## config.mk

```make
export PLATFORM = sky130hd
export DESIGN_NAME = time_of_day_clock_setter
export DESIGN_NICKNAME = d
export VERILOG_FILES = /design/src/tods_pkg.sv /design/src/tods_skid.sv /design/src/time_of_day_clock_setter.sv
export SDC_FILE = /design/constraint.sdc
export NUM_CORES = 1
export LEC_CHECK = 0
export BUFFER_PORTS_ARGS = -buffer_cell sky130_fd_sc_hd__buf_2
export CAP_MARGIN = 40
export CORE_ASPECT_RATIO = 1.2
export CORE_MARGIN = 1
export CORE_UTILIZATION = 60
export CTS_CLUSTER_SIZE = 8
export DETAILED_ROUTE_END_ITERATION = 8
export HOLD_SLACK_MARGIN = 0.08
export PLACE_DENSITY = 0.8
export SYNTH_ARGS = -nofsm -noshare
export SYNTH_HDL_FRONTEND = slang
export SYNTH_SLANG_ARGS = --single-unit
```

## constraint.sdc

```tcl
create_clock -name clock -period 7.7 [get_ports clock]
set_input_delay 0.77 -clock clock [delete_from_list [all_inputs] [get_ports clock]]
set_output_delay 0.77 -clock clock [all_outputs]
set_load 0.01 [all_outputs]
```

## src/tods_pkg.sv

```systemverilog
`timescale 1ns / 1ps
package tods_pkg;

   typedef enum logic [1:0] {
      CMD_TICK  = 2'd0,
      CMD_DIGIT = 2'd1,
      CMD_SET   = 2'd2,
      CMD_MODE  = 2'd3
   } command_type;

   typedef enum logic [1:0] {
      FIELD_RUN = 2'd0,
      FIELD_HOUR = 2'd1,
      FIELD_MIN = 2'd2,
      FIELD_SEC = 2'd3
   } edit_field_type;

   localparam logic [2:0] STATUS_CALC = 3'd4;
   localparam logic [4:0] HOUR_MAX    = 5'd23;
   localparam logic [5:0] MINSEC_MAX  = 6'd59;
   localparam logic [4:0] HOUR_RESET  = 5'd12;
   localparam logic [3:0] DIGIT_MAX   = 4'd9;

   localparam int RESULT_WIDTH = 20;
   localparam int RSP_DATA_WIDTH = 24;

   // hours in the lowest bits
   typedef struct packed {
      logic [2:0] status;
      logic [5:0] seconds;
      logic [5:0] minutes;
      logic [4:0] hours;
   } result_type;

endpackage

```

## src/tods_skid.sv

```systemverilog
`timescale 1ns / 1ps
module tods_skid #(
   parameter int DATA_WIDTH = 20
) (
   input  logic                  clock,
   input  logic                  reset,
   input  logic                  in_valid,
   output logic                  in_ready,
   input  logic [DATA_WIDTH-1:0] in_data,
   output logic                  out_valid,
   input  logic                  out_ready,
   output logic [DATA_WIDTH-1:0] out_data
);

   logic                  main_valid_ff, main_valid_in;
   logic [DATA_WIDTH-1:0] main_data_ff, main_data_in;
   logic                  skid_valid_ff, skid_valid_in;
   logic [DATA_WIDTH-1:0] skid_data_ff, skid_data_in;

   assign in_ready  = !skid_valid_ff;
   assign out_valid = main_valid_ff;
   assign out_data  = main_data_ff;

   always_comb begin
      main_valid_in = main_valid_ff;
      main_data_in  = main_data_ff;
      skid_valid_in = skid_valid_ff;
      skid_data_in  = skid_data_ff;
      if (out_ready || !main_valid_ff) begin
         if (skid_valid_ff) begin
            main_valid_in = 1'b1;
            main_data_in  = skid_data_ff;
            skid_valid_in = 1'b0;
         end else begin
            main_valid_in = in_valid;
            main_data_in  = in_data;
         end
      end else if (in_valid && !skid_valid_ff) begin
         skid_valid_in = 1'b1;
         skid_data_in  = in_data;
      end
   end

   always_ff @(posedge clock) begin
      if (reset) begin
         main_valid_ff <= 1'b0;
         skid_valid_ff <= 1'b0;
      end else begin
         main_valid_ff <= main_valid_in;
         skid_valid_ff <= skid_valid_in;
      end
      main_data_ff <= main_data_in;
      skid_data_ff <= skid_data_in;
   end

endmodule

```

## src/time_of_day_clock_setter.sv

```systemverilog
// 24-hour hh:mm:ss clock driven by event beats (second tick, digit key, set key,
// mode key). Every accepted beat yields exactly one result beat carrying the
// time and status after that event. One beat per cycle is taken while the output
// stage's skid entry is empty: the next counter values are computed
// combinationally, and a two-entry output stage keeps the request side moving
// while a result waits. The result is registered in the output stage. After reset
// the clock reads 12:00:00, running.
`timescale 1ns / 1ps
module time_of_day_clock_setter (
   input  logic        clock,
   input  logic        reset,
   input  logic        req_tvalid,
   output logic        req_tready,
   input  logic [7:0]  req_tdata,   // [3:0] digit, [7:4] zero
   input  logic [1:0]  req_tuser,   // [1:0] command
   output logic        rsp_tvalid,
   input  logic        rsp_tready,
   output logic [23:0] rsp_tdata    // [4:0] hours, [10:5] minutes, [16:11] seconds,
                                    // [19:17] status, [23:20] zero
);

   logic [4:0] hour_ff, hour_in;
   logic [5:0] minute_ff, minute_in;
   logic [5:0] second_ff, second_in;
   tods_pkg::edit_field_type edit_ff, edit_in;
   logic calc_ff, calc_in;

   logic                 req_fire;
   logic [3:0]           req_digit;
   tods_pkg::command_type req_cmd;
   logic [7:0]           hour_shift;
   logic [9:0]           minute_shift;
   logic [9:0]           second_shift;
   tods_pkg::result_type result;
   logic [tods_pkg::RESULT_WIDTH-1:0] rsp_result;

   assign req_fire  = req_tvalid && req_tready;
   assign req_digit = req_tdata[3:0];
   assign req_cmd   = tods_pkg::command_type'(req_tuser);

   // field * 10 + digit
   assign hour_shift   = {hour_ff, 3'b000} + {2'b00, hour_ff, 1'b0} + {4'b0000, req_digit};
   assign minute_shift = {1'b0, minute_ff, 3'b000} + {3'b000, minute_ff, 1'b0}
                         + {6'd0, req_digit};
   assign second_shift = {1'b0, second_ff, 3'b000} + {3'b000, second_ff, 1'b0}
                         + {6'd0, req_digit};

   always_comb begin
      hour_in   = hour_ff;
      minute_in = minute_ff;
      second_in = second_ff;
      edit_in   = edit_ff;
      calc_in   = calc_ff;
      case (req_cmd)
         tods_pkg::CMD_TICK: begin
            if (calc_ff || edit_ff == tods_pkg::FIELD_RUN) begin
               if (second_ff >= tods_pkg::MINSEC_MAX) begin
                  second_in = 6'd0;
                  if (minute_ff >= tods_pkg::MINSEC_MAX) begin
                     minute_in = 6'd0;
                     hour_in   = (hour_ff >= tods_pkg::HOUR_MAX) ? 5'd0 : hour_ff + 5'd1;
                  end else begin
                     minute_in = minute_ff + 6'd1;
                  end
               end else begin
                  second_in = second_ff + 6'd1;
               end
            end
         end
         tods_pkg::CMD_DIGIT: begin
            if (!calc_ff && req_digit <= tods_pkg::DIGIT_MAX) begin
               case (edit_ff)
                  tods_pkg::FIELD_HOUR: begin
                     hour_in = (hour_shift > {3'b000, tods_pkg::HOUR_MAX})
                               ? {1'b0, req_digit} : hour_shift[4:0];
                  end
                  tods_pkg::FIELD_MIN: begin
                     minute_in = (minute_shift > {4'd0, tods_pkg::MINSEC_MAX})
                                 ? {2'b00, req_digit} : minute_shift[5:0];
                  end
                  tods_pkg::FIELD_SEC: begin
                     second_in = (second_shift > {4'd0, tods_pkg::MINSEC_MAX})
                                 ? {2'b00, req_digit} : second_shift[5:0];
                  end
                  default: begin
                  end
               endcase
            end
         end
         tods_pkg::CMD_SET: begin
            if (!calc_ff) begin
               case (edit_ff)
                  tods_pkg::FIELD_RUN:  edit_in = tods_pkg::FIELD_HOUR;
                  tods_pkg::FIELD_HOUR: edit_in = tods_pkg::FIELD_MIN;
                  tods_pkg::FIELD_MIN:  edit_in = tods_pkg::FIELD_SEC;
                  default:              edit_in = tods_pkg::FIELD_RUN;
               endcase
            end
         end
         default: begin
            calc_in = !calc_ff;
            edit_in = tods_pkg::FIELD_RUN;
         end
      endcase
   end

   always_comb begin
      result.hours   = hour_in;
      result.minutes = minute_in;
      result.seconds = second_in;
      result.status  = calc_in ? tods_pkg::STATUS_CALC : {1'b0, edit_in};
   end

   always_ff @(posedge clock) begin
      if (reset) begin
         hour_ff   <= tods_pkg::HOUR_RESET;
         minute_ff <= 6'd0;
         second_ff <= 6'd0;
         edit_ff   <= tods_pkg::FIELD_RUN;
         calc_ff   <= 1'b0;
      end else if (req_fire) begin
         hour_ff   <= hour_in;
         minute_ff <= minute_in;
         second_ff <= second_in;
         edit_ff   <= edit_in;
         calc_ff   <= calc_in;
      end
   end

   tods_skid #(
      .DATA_WIDTH(tods_pkg::RESULT_WIDTH)
   ) u_skid (
      .clock     (clock),
      .reset     (reset),
      .in_valid  (req_tvalid),
      .in_ready  (req_tready),
      .in_data   (result),
      .out_valid (rsp_tvalid),
      .out_ready (rsp_tready),
      .out_data  (rsp_result)
   );

   assign rsp_tdata = {{(tods_pkg::RSP_DATA_WIDTH - tods_pkg::RESULT_WIDTH){1'b0}}, rsp_result};

endmodule

```

==> results.cfg <==
[status]
outcome = complete, no violations

[setup_path]
r2r-start = second_ff[2]
path_cells = buf_2 -> inv_1 -> fa_1 -> fa_1 -> inv_1 -> a32oi_1 -> or4b_4 -> nor4_4 -> mux2_2 -> a2bb2oi_1
slowest_delay_ns = 0.57
critPathArrivalTime_ns = 3.94
startpoint_type = input port
path_delay_family = adder cells
worst_r2r_path_depth = 9
crit_buf_inv = 3
r2r_slack_ns = 4.14
cp_data_required_time_ns = 7.88
end_kind = register
worstPathMaxFanout = 5
crit_type = input port to register
crit_path_top_delay_cell = fa_1
r2r_end = u_skid.out_data[12]

[synth]
synth_edf_count = 40
yosysSeqAreaShare = 0.355
ys_types = 82
syn_area_sq_um = 4620
synth_cells = 494
synth_area_leaders = edfxtp_1 26%, ha_1 10%, dfxtp_1 9.5%
yosysTopAreaCell = edfxtp_1
yosysWarnings = 0
ys.flop_type = edfxtp_1
async_reset_ff_frac = 0
synth_top_cell_area_share = 0.260
synth.avg_cell_area_sq_um = 9.35
ys_seq_elements = 62

[floorplan]
fp.dieW_um = 82.1
core-area_sq_um = 7360
start_util = 0.628
die-height_um = 98.1
io_pins = 40
die-area_sq_um = 8050
rows = 34

[power]
swShare = 0.297
power.leakage_nw = 2.03
pwr_density_cell_nw_per_um2 = 182
power_mw = 0.907
seq_power_share = 0.438
ir_drop_v = 0.000139
p_comb_frac = 0.217
pwr-share-clk = 0.346
switchingPower_mw = 0.270
internal-power_mw = 0.637

[layout]
multi_input_area_sq_um = 2700
drive_above_1_share = 0.174
fin_nets = 569
final_util = 0.677
syn_to_final_growth_pct = 7.83
diodes = 0
n_fill_cell = 568
register_area_sq_um = 1640

[clock_tree]
clk_latency_ns = 0.34
cts_tree = built
root_buffer = clkbuf_8
hold_buffers = 0
post_cts_resized = 0
cts_sinks = 62
cts_buffers = 9
clock_tree.buffer_depth = 2
cts_max_level = 3
path_clk_slew_ns = 0.08
post_cts_buffers = 0

[timing]
period_share = 0.488
finClkSkew_ns = 0.00883
setup_viol = 0
hold_viol = 0
max-slew-margin-rel = 0.457
tns_ns = 0
slew_violations = 0
period_minus_slack_ns = 3.76
fmax_mhz = 266
tightest_slew_ns = 0.810
rsz0062_at_grt = no

[drt]
vias = 3908
ant_nets = 0
first_pass_iters = 5
wire_per_inst_um = 18.1
vias_per_cell = 6.45
drc_errors = 0
drt-initial-drc-count = 249
routed_wl_mm = 11.0

[global_routing]
grt_max_degree = 26
grt_pass1_wl_mm = 18.2
grt_use_total = 0.297
grt_pass1_vias = 3775
antenna_found_initial = 0
grt_overflow_total = 0

[place]
io_buffers = 31
gp_congestion = 0.946
hpwlAfterDp_mm = 7.85

[worst_hold_path]
hold_depth = 2
hp-start = u_skid.skid_data_ff[17]
hold_end = u_skid.out_data[17]
hold_class = register to register

[flow_run]
drv_cap = 0
placed cells by master (no fill, tap or decap), types with 5 or more instances in the layout:
cell type and n:
a32oi_1 5, clkbuf_8 9, ha_1 38, o31ai_1 7, a21oi_1 28, o21ai_0 20, fa_1 6, nor3_1 13
nor4_1 8, edfxtp_1 40, mux2_2 14, a31oi_1 13, a211oi_1 7, nor2_1 49, buf_2 31, o21a_1 10
nand2b_1 8, nand3_1 20, nand2_1 31, inv_1 32, dfxtp_1 22
sequential cells by signal (all words and copies together) (netlist names):
signal and cells:
u_skid.out_valid 1, hour_ff 5, calc_ff 1, edit_ff 2
second_ff 6, minute_ff 6, u_skid.skid_data_ff 20, u_skid.skid_valid_ff 1
u_skid.out_data 20
power groups by stage:
stage,Sequential [mW],Clock [mW],Combinational [mW]
floorplan,0.400,0,0.149
detailed placement,0.404,0,0.194
global route,0.400,0.330,0.220
CTS,0.397,0.318,0.195
finish,0.397,0.314,0.197
global placement,0.403,0,0.186
cell usage after synthesis (6+ instances only):
cell      instances
nand3_1          20
o21a_1           10
clkbuf_1         14
edfxtp_1         40
nand2_1          31
a211oi_1          7
o21ai_0          20
nor3_1           13
nor2_1           49
o31ai_1           7
nand2b_1          8
nor4_1            8
buf_4            10
a21oi_1          28
ha_1             38
dfxtp_1          22
fa_1              6
inv_1            32
a31oi_1          13
mux2_2           14
worst max-delay path by stage:
stage	from	endpoint	cells past startpoint
floorplan	req_tdata[3]	u_skid.out_data[1]	9
global placement	req_tdata[3]	u_skid.out_data[1]	10
detailed placement	req_tdata[3]	u_skid.out_data[1]	10
CTS	req_tdata[3]	u_skid.out_data[2]	10
global route	req_tdata[3]	u_skid.out_data[12]	10
finish	req_tdata[3]	u_skid.out_data[2]	10
routing by layer:
layer / vias up / share of wire / GRT usage
li1: 1872 / - / -
met1: 1861 / 0.43 / 0.380
met2: 149 / 0.49 / 0.488
met3: 26 / 0.052 / 0.0523
met4: 0 / 0.026 / 0.117
met5: - / 0 / 0
worst reg2reg max path, cell delays in order, from the launching register on:
cell and delay [ns]:
dfxtp_1 0.55, inv_1 0.17, fa_1 0.52, fa_1 0.49, o31ai_1 0.29, a31oi_1 0.12, nor4b_2 0.49, nor2_1 0.09
a211oi_1 0.43, o31ai_1 0.14
stage by stage:
stage | instance area [sq um] | std cells | hold WS (ns) | setup slack, ns
after floorplan | 4630 | 497 | 0.498 | 4.09
after global placement | 4750 | 589 | 0.511 | 3.65
after detailed placement | 4770 | 590 | 0.526 | 3.63
after CTS | 4980 | 606 | 0.552 | 3.95
after global routing | 4980 | 606 | 0.569 | 3.79
final | 4980 | 606 | 0.551 | 3.94
layout make-up:
cell class	count	area share
clock buffers	9	0.0249
flip-flops and latches	62	0.330
well taps	90	0.0226
inverters	34	0.0256
repair buffers	34	0.0372
multi-input cells	370	0.542
clock inverters	7	0.0178
cell families (layout without fill, tap and decap cells):
family,count (synthesis),after routing,synth area share
flops,62,62,0.355
xor+xnor,7,7,0.0133
compound gates,135,135,0.212
mux,17,17,0.0417
buf+inv,65,84,0.0623
fa+ha+maj,44,44,0.129
other cells,1,4,0.000812
simple gates,163,163,0.186
No activity file was read; power rests on OpenSTA's default activity.
